==> src/sv/midi_clock_tempo_meter_assert.svh <==
// Assertion macros for the MIDI clock tempo meter.
// Expects clk and rst_n in the scope where a macro is used.
`ifndef MIDI_CLOCK_TEMPO_METER_ASSERT_SVH
`define MIDI_CLOCK_TEMPO_METER_ASSERT_SVH

// Condition that holds at every edge outside reset
`define MCTM_ASSERT_ALWAYS(lbl, cond, msg) \
  lbl: assert property (@(posedge clk) disable iff (!rst_n) (cond)) \
    else $error(msg);

// Condition that holds in the same cycle as its trigger
`define MCTM_ASSERT_IMPLY(lbl, ante, cons, msg) \
  lbl: assert property (@(posedge clk) disable iff (!rst_n) (ante) |-> (cons)) \
    else $error(msg);

// Condition that holds in the cycle after its trigger
`define MCTM_ASSERT_NEXT(lbl, ante, cons, msg) \
  lbl: assert property (@(posedge clk) disable iff (!rst_n) (ante) |=> (cons)) \
    else $error(msg);

`endif

==> src/sv/mctm_pkg.sv <==
// Types and constants of the MIDI clock tempo meter.
// No dependencies; used by the channel interfaces and the top level.
package mctm_pkg;

  typedef logic [31:0] counter_t;
  typedef logic [29:0] freq_t;
  typedef logic [27:0] bpm_t;

  // Width of a tick count times one million
  localparam int PROD_W = 52;

  localparam logic [19:0] US_PER_SEC    = 20'd1000000;
  localparam bpm_t        BPM_NUMERATOR =
    28'((64'd60 * 64'd1000000 * 64'd100) / 64'd24);
  localparam bpm_t        TEMPO_RESET   = 28'd12000;
  localparam freq_t       FREQ_RESET    = 30'd1000000;

  // Register index, taken from paddr bit 2
  localparam logic REG_COUNT_UP   = 1'b0;
  localparam logic REG_CLOCK_FREQ = 1'b1;

endpackage

==> src/sv/mctm_in_if.sv <==
// Pulse channel of the MIDI clock tempo meter: one counter sample per item.
// Depends on mctm_pkg.
interface mctm_in_if import mctm_pkg::*; ();
  logic     valid;
  logic     ready;
  counter_t counter_value;

  modport source (output valid, output counter_value, input ready);
  modport sink (input valid, input counter_value, output ready);
endinterface

==> src/sv/mctm_out_if.sv <==
// Result channel of the MIDI clock tempo meter: one tempo report per item.
// Depends on mctm_pkg.
interface mctm_out_if import mctm_pkg::*; ();
  logic     valid;
  logic     ready;
  bpm_t     scaled_bpm;
  logic     tempo_valid;
  counter_t interval_len;
  counter_t pulse_stamp;

  modport source (output valid, output scaled_bpm, output tempo_valid,
                  output interval_len, output pulse_stamp, input ready);
  modport sink (input valid, input scaled_bpm, input tempo_valid,
                input interval_len, input pulse_stamp, output ready);
endinterface

==> src/sv/midi_clock_tempo_meter.sv <==
// MIDI clock tempo meter: interval averaging and tempo conversion.
// Depends on mctm_pkg, mctm_in_if, mctm_out_if and midi_clock_tempo_meter_assert.svh.
//
// Usage:
//   in_ch carries one item per MIDI clock pulse: the timestamp counter value
//   sampled at that pulse. out_ch returns exactly one item per pulse: tempo
//   in hundredths of BPM (zero until the first full block), the valid flag,
//   the latest nonzero interval and the pulse timestamp.
//   cfg_* is an APB write/read port: count_up at 0x0, clock_freq_hz at 0x4.
//   Write it only while the block is idle.
// Sequence:
//   A priming or zero-interval pulse goes from S_IDLE straight to S_FIN; an
//   ordinary pulse passes S_MUL1 and S_CMP first. The pulse that completes a
//   block of AVG_BLOCK intervals runs one bit-serial restoring divider three
//   times (sum / AVG_BLOCK, ticks to microseconds, numerator / microseconds)
//   in S_DIVA, S_DIVF and S_DIVB, with S_MUL2 between the first two; S_DIVB is skipped on zero microseconds.
//   in_ch is ready whenever no pulse is in work; one pulse at a time.
// Reset and stall:
//   rst_n (synchronous, active low) clears all measurement state, sets the
//   tempo to 120.00 BPM and the registers to their defaults. A stalled
//   out_ch holds its item; the next pulse is accepted and worked on, and
//   waits only for the output register to free up.
module midi_clock_tempo_meter import mctm_pkg::*; #(
  parameter int AVG_BLOCK = 24
) (
  input  logic        clk,
  input  logic        rst_n,
  mctm_in_if.sink     in_ch,
  mctm_out_if.source  out_ch,
  input  logic        cfg_psel,
  input  logic        cfg_penable,
  input  logic        cfg_pwrite,
  input  logic [2:0]  cfg_paddr,
  input  logic [31:0] cfg_pwdata,
  output logic [31:0] cfg_prdata,
  output logic        cfg_pready
);

`include "midi_clock_tempo_meter_assert.svh"

  localparam int SUM_W  = 32 + $clog2(AVG_BLOCK);
  localparam int DIV_W  = (SUM_W > PROD_W) ? SUM_W : PROD_W;
  localparam int DCNT_W = $clog2(DIV_W + 1);
  localparam int CNT_W  = $clog2(AVG_BLOCK + 1);

  localparam logic [2:0] S_IDLE = 3'd0;
  localparam logic [2:0] S_MUL1 = 3'd1;
  localparam logic [2:0] S_CMP  = 3'd2;
  localparam logic [2:0] S_DIVA = 3'd3;
  localparam logic [2:0] S_MUL2 = 3'd4;
  localparam logic [2:0] S_DIVF = 3'd5;
  localparam logic [2:0] S_DIVB = 3'd6;
  localparam logic [2:0] S_FIN  = 3'd7;

  logic [2:0]        state_r;
  logic              up_r;
  freq_t             freq_r;
  counter_t          prev_r;
  counter_t          stamp_r;
  counter_t          last_iv_r;
  counter_t          iv_r;
  logic [SUM_W-1:0]  sum_r;
  logic [CNT_W-1:0]  cnt_r;
  bpm_t              tempo_r;
  logic              valid_r;
  logic [DIV_W-1:0]  num_r;
  logic [DIV_W-1:0]  den_r;
  logic [DIV_W-1:0]  rem_r;
  logic [DCNT_W-1:0] dcnt_r;
  logic              out_valid_r;
  bpm_t              out_bpm_r;
  logic              out_tv_r;
  counter_t          out_iv_r;
  counter_t          out_stamp_r;

  logic              in_take;
  logic              cfg_wr;
  counter_t          iv_nxt;
  freq_t             freq_eff;
  counter_t          mul_a;
  logic [PROD_W-1:0] mul_p;
  logic [SUM_W-1:0]  sum_nxt;
  logic [DIV_W:0]    rem_sh;
  logic              div_ge;
  logic [DIV_W-1:0]  rem_nxt;
  logic [DIV_W-1:0]  num_step_nxt;
  logic              div_done;
  logic              out_free;

  // Handshakes
  assign in_ch.ready = (state_r == S_IDLE);
  assign in_take     = in_ch.valid && (state_r == S_IDLE);
  assign cfg_wr      = cfg_psel && cfg_penable && cfg_pwrite;
  assign cfg_pready  = 1'b1;
  assign out_free    = !out_valid_r || out_ch.ready;

  // Register readback
  always_comb begin
    case (cfg_paddr[2])
      REG_COUNT_UP:   cfg_prdata = {31'b0, up_r};
      REG_CLOCK_FREQ: cfg_prdata = {2'b0, freq_r};
      default:        cfg_prdata = '0;
    endcase
  end

  // Interval with 32-bit wrap, direction per count_up
  assign iv_nxt   = up_r ? (in_ch.counter_value - prev_r) : (prev_r - in_ch.counter_value);
  assign freq_eff = (freq_r == '0) ? 30'd1 : freq_r;

  // Shared multiplier: ticks times one million
  assign mul_a = (state_r == S_MUL1) ? iv_r : num_r[31:0];
  assign mul_p = PROD_W'(mul_a) * PROD_W'(US_PER_SEC);

  assign sum_nxt = sum_r + SUM_W'(iv_r);

  // One step of the restoring divider; quotient bits shift into num_r
  assign rem_sh       = {rem_r, num_r[DIV_W-1]};
  assign div_ge       = rem_sh >= {1'b0, den_r};
  assign rem_nxt      = div_ge ? DIV_W'(rem_sh - {1'b0, den_r}) : rem_sh[DIV_W-1:0];
  assign num_step_nxt = {num_r[DIV_W-2:0], div_ge};
  assign div_done     = (dcnt_r == '0);

  // Configuration registers
  always_ff @(posedge clk) begin
    if (!rst_n) begin
      up_r   <= 1'b0;
      freq_r <= FREQ_RESET;
    end else if (cfg_wr) begin
      case (cfg_paddr[2])
        REG_COUNT_UP:   up_r   <= cfg_pwdata[0];
        REG_CLOCK_FREQ: freq_r <= cfg_pwdata[29:0];
        default:        up_r   <= up_r;
      endcase
    end
  end

  // Sequencer: measurement state and divider
  always_ff @(posedge clk) begin
    if (!rst_n) begin
      state_r   <= S_IDLE;
      prev_r    <= '0;
      stamp_r   <= '0;
      last_iv_r <= '0;
      sum_r     <= '0;
      cnt_r     <= '0;
      tempo_r   <= TEMPO_RESET;
      valid_r   <= 1'b0;
      dcnt_r    <= '0;
    end else begin
      case (state_r)
        S_IDLE: begin
          if (in_take) begin
            stamp_r <= in_ch.counter_value;
            prev_r  <= in_ch.counter_value;
            iv_r    <= iv_nxt;
            if (prev_r == '0 || iv_nxt == '0) begin
              state_r <= S_FIN;
            end else begin
              last_iv_r <= iv_nxt;
              state_r   <= S_MUL1;
            end
          end
        end
        S_MUL1: begin
          num_r   <= DIV_W'(mul_p);
          state_r <= S_CMP;
        end
        S_CMP: begin
          // Drop intervals under one microsecond
          if (num_r >= DIV_W'(freq_eff)) begin
            if (cnt_r == CNT_W'(AVG_BLOCK - 1)) begin
              num_r   <= DIV_W'(sum_nxt);
              den_r   <= DIV_W'(AVG_BLOCK);
              rem_r   <= '0;
              dcnt_r  <= DCNT_W'(DIV_W);
              sum_r   <= '0;
              cnt_r   <= '0;
              state_r <= S_DIVA;
            end else begin
              sum_r   <= sum_nxt;
              cnt_r   <= cnt_r + 1'b1;
              state_r <= S_FIN;
            end
          end else begin
            state_r <= S_FIN;
          end
        end
        S_DIVA, S_DIVF, S_DIVB: begin
          if (!div_done) begin
            num_r  <= num_step_nxt;
            rem_r  <= rem_nxt;
            dcnt_r <= dcnt_r - 1'b1;
          end else if (state_r == S_DIVA) begin
            state_r <= S_MUL2;
          end else if (state_r == S_DIVF) begin
            // Zero microseconds keeps the old tempo
            if (num_r == '0) begin
              state_r <= S_FIN;
            end else begin
              den_r   <= num_r;
              num_r   <= DIV_W'(BPM_NUMERATOR);
              rem_r   <= '0;
              dcnt_r  <= DCNT_W'(DIV_W);
              state_r <= S_DIVB;
            end
          end else begin
            tempo_r <= num_r[27:0];
            valid_r <= 1'b1;
            state_r <= S_FIN;
          end
        end
        S_MUL2: begin
          // Average ticks to microseconds: load product over frequency
          num_r   <= DIV_W'(mul_p);
          den_r   <= DIV_W'(freq_eff);
          rem_r   <= '0;
          dcnt_r  <= DCNT_W'(DIV_W);
          state_r <= S_DIVF;
        end
        S_FIN: begin
          if (out_free) begin
            state_r <= S_IDLE;
          end
        end
        default: state_r <= S_IDLE;
      endcase
    end
  end

  // Output register: load on finish, drop when taken
  always_ff @(posedge clk) begin
    if (!rst_n) begin
      out_valid_r <= 1'b0;
    end else if (state_r == S_FIN && out_free) begin
      out_valid_r <= 1'b1;
    end else if (out_ch.ready) begin
      out_valid_r <= 1'b0;
    end
  end

  always_ff @(posedge clk) begin
    if (state_r == S_FIN && out_free) begin
      out_bpm_r   <= valid_r ? tempo_r : '0;
      out_tv_r    <= valid_r;
      out_iv_r    <= last_iv_r;
      out_stamp_r <= stamp_r;
    end
  end

  assign out_ch.valid        = out_valid_r;
  assign out_ch.scaled_bpm   = out_bpm_r;
  assign out_ch.tempo_valid  = out_tv_r;
  assign out_ch.interval_len = out_iv_r;
  assign out_ch.pulse_stamp  = out_stamp_r;

  `MCTM_ASSERT_NEXT(a_busy_after_accept, in_ch.valid && in_ch.ready, state_r != S_IDLE, "pulse accepted but sequencer stayed idle")
  `MCTM_ASSERT_IMPLY(a_bpm_zero_until_valid, out_ch.valid && !out_ch.tempo_valid, out_ch.scaled_bpm == '0, "tempo reported without a valid measurement")
  `MCTM_ASSERT_ALWAYS(a_count_in_block, 32'(cnt_r) < AVG_BLOCK, "sample count ran past the block size")
  `MCTM_ASSERT_IMPLY(a_tempo_divisor_nonzero, state_r == S_DIVB, den_r != '0, "tempo division started with zero microseconds")

endmodule
==> src/flat_wrapper.sv <==
// flat-port wrapper written by rule: the top's interface ports become plain ports
module midi_clock_tempo_meter_flat import mctm_pkg::*;
#(
  parameter int AVG_BLOCK = 24
)
  (clk, rst_n, cfg_psel, cfg_penable, cfg_pwrite, cfg_paddr, cfg_pwdata, cfg_prdata, cfg_pready, in_ch_valid, in_ch_counter_value, in_ch_ready, out_ch_valid, out_ch_scaled_bpm, out_ch_tempo_valid, out_ch_interval_len, out_ch_pulse_stamp, out_ch_ready);
  mctm_in_if in_ch_i ();
  mctm_out_if out_ch_i ();
  input  logic clk;
  input  logic rst_n;
  input  logic cfg_psel;
  input  logic cfg_penable;
  input  logic cfg_pwrite;
  input  logic [2:0] cfg_paddr;
  input  logic [31:0] cfg_pwdata;
  output logic [31:0] cfg_prdata;
  output logic cfg_pready;
  input wire logic [$bits(in_ch_i.valid)-1:0] in_ch_valid;
  input wire logic [$bits(in_ch_i.counter_value)-1:0] in_ch_counter_value;
  output wire logic [$bits(in_ch_i.ready)-1:0] in_ch_ready;
  output wire logic [$bits(out_ch_i.valid)-1:0] out_ch_valid;
  output wire logic [$bits(out_ch_i.scaled_bpm)-1:0] out_ch_scaled_bpm;
  output wire logic [$bits(out_ch_i.tempo_valid)-1:0] out_ch_tempo_valid;
  output wire logic [$bits(out_ch_i.interval_len)-1:0] out_ch_interval_len;
  output wire logic [$bits(out_ch_i.pulse_stamp)-1:0] out_ch_pulse_stamp;
  input wire logic [$bits(out_ch_i.ready)-1:0] out_ch_ready;
  assign in_ch_i.valid = in_ch_valid;
  assign in_ch_i.counter_value = in_ch_counter_value;
  assign in_ch_ready = in_ch_i.ready;
  assign out_ch_valid = out_ch_i.valid;
  assign out_ch_scaled_bpm = out_ch_i.scaled_bpm;
  assign out_ch_tempo_valid = out_ch_i.tempo_valid;
  assign out_ch_interval_len = out_ch_i.interval_len;
  assign out_ch_pulse_stamp = out_ch_i.pulse_stamp;
  assign out_ch_i.ready = out_ch_ready;
  midi_clock_tempo_meter #(.AVG_BLOCK(AVG_BLOCK)) u_core (.clk(clk), .rst_n(rst_n), .in_ch(in_ch_i), .out_ch(out_ch_i), .cfg_psel(cfg_psel), .cfg_penable(cfg_penable), .cfg_pwrite(cfg_pwrite), .cfg_paddr(cfg_paddr), .cfg_pwdata(cfg_pwdata), .cfg_prdata(cfg_prdata), .cfg_pready(cfg_pready));
endmodule
==> config.mk <==
export PLATFORM = sky130hd
export DESIGN_NAME = midi_clock_tempo_meter_flat
export DESIGN_NICKNAME = d
export VERILOG_FILES = /design/src/sv/mctm_pkg.sv /design/src/sv/mctm_in_if.sv /design/src/sv/mctm_out_if.sv /design/src/sv/midi_clock_tempo_meter.sv /design/src/flat_wrapper.sv
export VERILOG_INCLUDE_DIRS = /design/src /design/src/sv
export SDC_FILE = /design/constraint.sdc
export NUM_CORES = 2
export LEC_CHECK = 0
export BUFFER_PORTS_ARGS = -buffer_cell sky130_fd_sc_hd__clkbuf_2
export CELL_PAD_IN_SITES_DETAIL_PLACEMENT = 2
export CELL_PAD_IN_SITES_GLOBAL_PLACEMENT = 2
export CORE_UTILIZATION = 35
export DETAILED_ROUTE_END_ITERATION = 8
export PLACE_DENSITY_LB_ADDON = 0.08
export SLEW_MARGIN = 20
export SYNTH_ARGS = -nofsm -noshare
export SYNTH_HDL_FRONTEND = slang
export SYNTH_SLANG_ARGS = --single-unit
==> constraint.sdc <==
create_clock -name clk -period 11.5 [get_ports clk]
set_clock_uncertainty 0.1 [all_clocks]
set_input_delay 0.575 -clock clk [delete_from_list [all_inputs] [get_ports clk]]
set_output_delay 0.575 -clock clk [all_outputs]
set_load 0.005 [all_outputs]
==> implementation parameters <==
Parameter                              Value

Status
  Outcome    finished, violations left
  Violated checks    DRC

Clock tree
  H-Tree Level Count    2
  Number of buffers inserted for hold repair after clock tree synthesis    0
  Max Root-Sink Buffers    3
  Post-CTS Repair Setup Buffers    0
  Clock Tree Root    clkbuf_16
  Number of gates given a new drive strength after cts    0
  Worst-path clk slew    0.06 ns
  Num Clock Sinks    457
  Clock tree from TritonCTS    done
  Clock latency at the later pin of the worst-skew pair    0.66 ns
  Total CTS buffers    53

Synthesis
  Post-Syn Area per Cell    9.206 um2
  Count of cell types in the netlist    97
  Number of warnings printed during yosys synthesis    0
  Flops & latches, synth    457
  Part of the Yosys area used for sequential elements    0.3495
  Share of flip-flops with an asynchronous set or reset after synthesis    0
  Number of standard cells after synthesis    3718
  Number of synthesized flops with an enable pin    281
  Netlist Area Pre-Place    34230 um2
  Most common flop cell mapped by yosys    edfxtp_1

Hold path
  Kind of path behind the tightest hold check    input pin to flop

Cells and area
  Number of cells in the finished layout apart from fillers    5189
  Total Nets Final    4388
  P&R area growth vs syn    12.44%
  Fraction of layout cells with a size suffix above 1    0.1135
  Most frequent standard cell in the layout excluding fill and tap cells    inv_1
  Diode insertion count for antenna repair    0
  Commonest cells after routing, fill and taps aside    inv_1 (365), nand2_1 (351), a21oi_1 (344)
  Utilization after layout    0.3974

GRT
  Most utilized layer in the global route result    met2
  GR Layer Usage met2    0.4576
  GRT Total Usage    0.2579
  Fraction of met3 tracks used by global routing    0.02835
  Antenna violations before repair    1
  Maximum number of pins on one net before global-route repair    66
  Vias in the first global route    31920
  First-pass GRT wire length    197.2 mm
  Met1 demand-to-capacity share in global routing    0.3235
  Global-route congestion overflow total    0

Worst setup path
  Worst-case reg-to-reg path depth    25
  Standard cell with the maximum stage delay on the critical path    mux2i_1
  Critical path data required time    11.75 ns
  Nature of the critical path endpoint    flop
  Arrival time at the worst endpoint    9.58 ns
  Flop2flop setup slack    2.17 ns
  Startpoint of the worst-slack reg-to-reg timing path    u_core.state_r[0]
  Category of the critical setup timing path    flop to flop
  CP Max Fanout    19
  End of the worst register-to-register path    u_core.num_r[51]
  Worst stage delay on the critical path    0.88 ns
  End point of the critical path    u_core.num_r[51]
  Critical path launch point type    flop
  Worst setup path start    u_core.state_r[0]
  Path length in cells of the critical path    25
  Kind of cell adding the most delay to the critical path    adder cells
  Worst Path Buf+Inv    4

Die
  Std cell rows    114
  Boundary pin count    202
  Effective utilization at floorplan    0.3534
  Die Area    99050 um2
  Die span in y    314.7 um
  Core region area    96850 um2
  Die X    314.7 um

Route
  Vias per cell    5.553
  Detailed-router iteration count before antenna repair    7
  Final wirelength    128.3 mm
  Violation count after the first detailed-routing iteration    1326
  Number of remaining DRC errors    8
  Residual antenna-violating net count after detailed routing    0
  Wirelength per Cell    24.73 um
  Vias    28810

Place
  Placed wire-length estimate after detailed placement    99.54 mm
  Routability congestion estimate from global placement    0.8843
  Port Buffer Count    194
  Post-placement cell count    5089
  Pre-CTS worst setup slack    2.170 ns

STA
  Upper clock frequency limit    107.2 MHz
  Number of failing hold endpoints at the final stage    0
  Final TNS setup    0 ns
  Setup repair after global routing missed its margin    no
  Total of endpoints with negative setup slack in the final report    0
  Period minus WS final    9.329 ns
  Least-Margin Pin Slew    1.006 ns
  Final Max Tran Viols    0
  Post-route fraction of the period consumed by the critical path    0.8112
  Worst slew margin relative to its limit    0.3099
  Setup ws final    2.171 ns

Flow run
  Number of maximum-capacitance violations    0
[worst min-delay path: stages]
cell	delay, ns
clkbuf_2	0.07
nand2_1	0.04
o211ai_1	0.08
[cells by family after synthesis]
| kind of cell | Yosys count | share of synthesized area |
|---|---|---|
| xor gates and xnor gates | 179 | 0.04580 |
| adders and majority gates | 451 | 0.1908 |
| other | 2 | 0.0002194 |
| muxes | 74 | 0.02193 |
| and+or+nand+nor | 1002 | 0.1385 |
| buffers and inverters | 538 | 0.06141 |
| AOI/OAI and AO/OA | 1015 | 0.1919 |
| DFF | 457 | 0.3495 |
[flip-flops by register name, summed over array words and instances (netlist names), 30 cells and up]
signal,count
u_core.den_r,52
u_core.out_ch.pulse_stamp,32
u_core.freq_r,30
u_core.last_iv_r,32
u_core.rem_r,52
u_core.iv_r,32
u_core.num_r,52
u_core.out_ch.interval_len,32
u_core.sum_r,37
u_core.prev_r,32
[layer usage]
metal	vias to the layer above	share of wire
met3	187	0.034
met1	14680	0.43
met5	-	0.000094
met4	2	0.035
li1	13470	-
met2	480	0.50
[final cells by class]
class | count | area [um2]
Multi-Input combinational cell | 2724 | 20270
Timing Repair Buffer | 262 | 1481
Fill cell | 10530 | 58360
Sequential cell | 457 | 11960
Clock inverter | 37 | 406.6
Tap cell | 1276 | 1597
Inverter | 370 | 1394
Clock buffer | 63 | 1374
[cells in the mapped netlist (36+ instances only)]
cell / instances / area [um2]
o21ai_0: 161 / 805.8
nand4_1: 37 / 231.5
mux2i_1: 66 / 660.6
dfxtp_1: 176 / 3523
inv_1: 367 / 1378
xor2_1: 65 / 569.3
ha_1: 326 / 4079
clkbuf_1: 129 / 484.2
xnor2_1: 114 / 998.5
o211ai_1: 36 / 270.3
edfxtp_1: 281 / 8438
nand2_1: 352 / 1321
nor2_1: 248 / 930.9
a21o_1: 96 / 720.7
a21oi_1: 345 / 1727
and2_1: 60 / 375.4
fa_1: 120 / 2402
a211oi_1: 54 / 405.4
nor3_1: 57 / 285.3
nand3_1: 76 / 380.4
[worst min path at each step]
stage / start / to / slack [ns] / depth (start not counted)
floorplan: u_core.last_iv_r[17] / u_core.out_ch.interval_len[17] / 0.30 / 0
global placement: u_core.last_iv_r[8] / u_core.out_ch.interval_len[8] / 0.31 / 0
detailed placement: u_core.last_iv_r[23] / u_core.out_ch.interval_len[23] / 0.31 / 0
CTS: in_ch_counter_value[31] / u_core.prev_r[31] / 0.03 / 3
global route: cfg_pwdata[13] / u_core.freq_r[13] / 0.06 / 3
finish: cfg_pwdata[14] / u_core.freq_r[14] / 0.07 / 3
[through the flow]
step / cell area, um2 / hold slack (ns)
floorplan: 34230 / 0.3019
global placement: 36700 / 0.3095
detailed placement: 36700 / 0.3136
CTS: 38480 / 0.02606
global route: 38490 / 0.05808
finish: 38490 / 0.07193
Power is left out: the tool's default activity adds up to more than one toggle a clock period on the data nets, which glitch-free logic cannot reach.
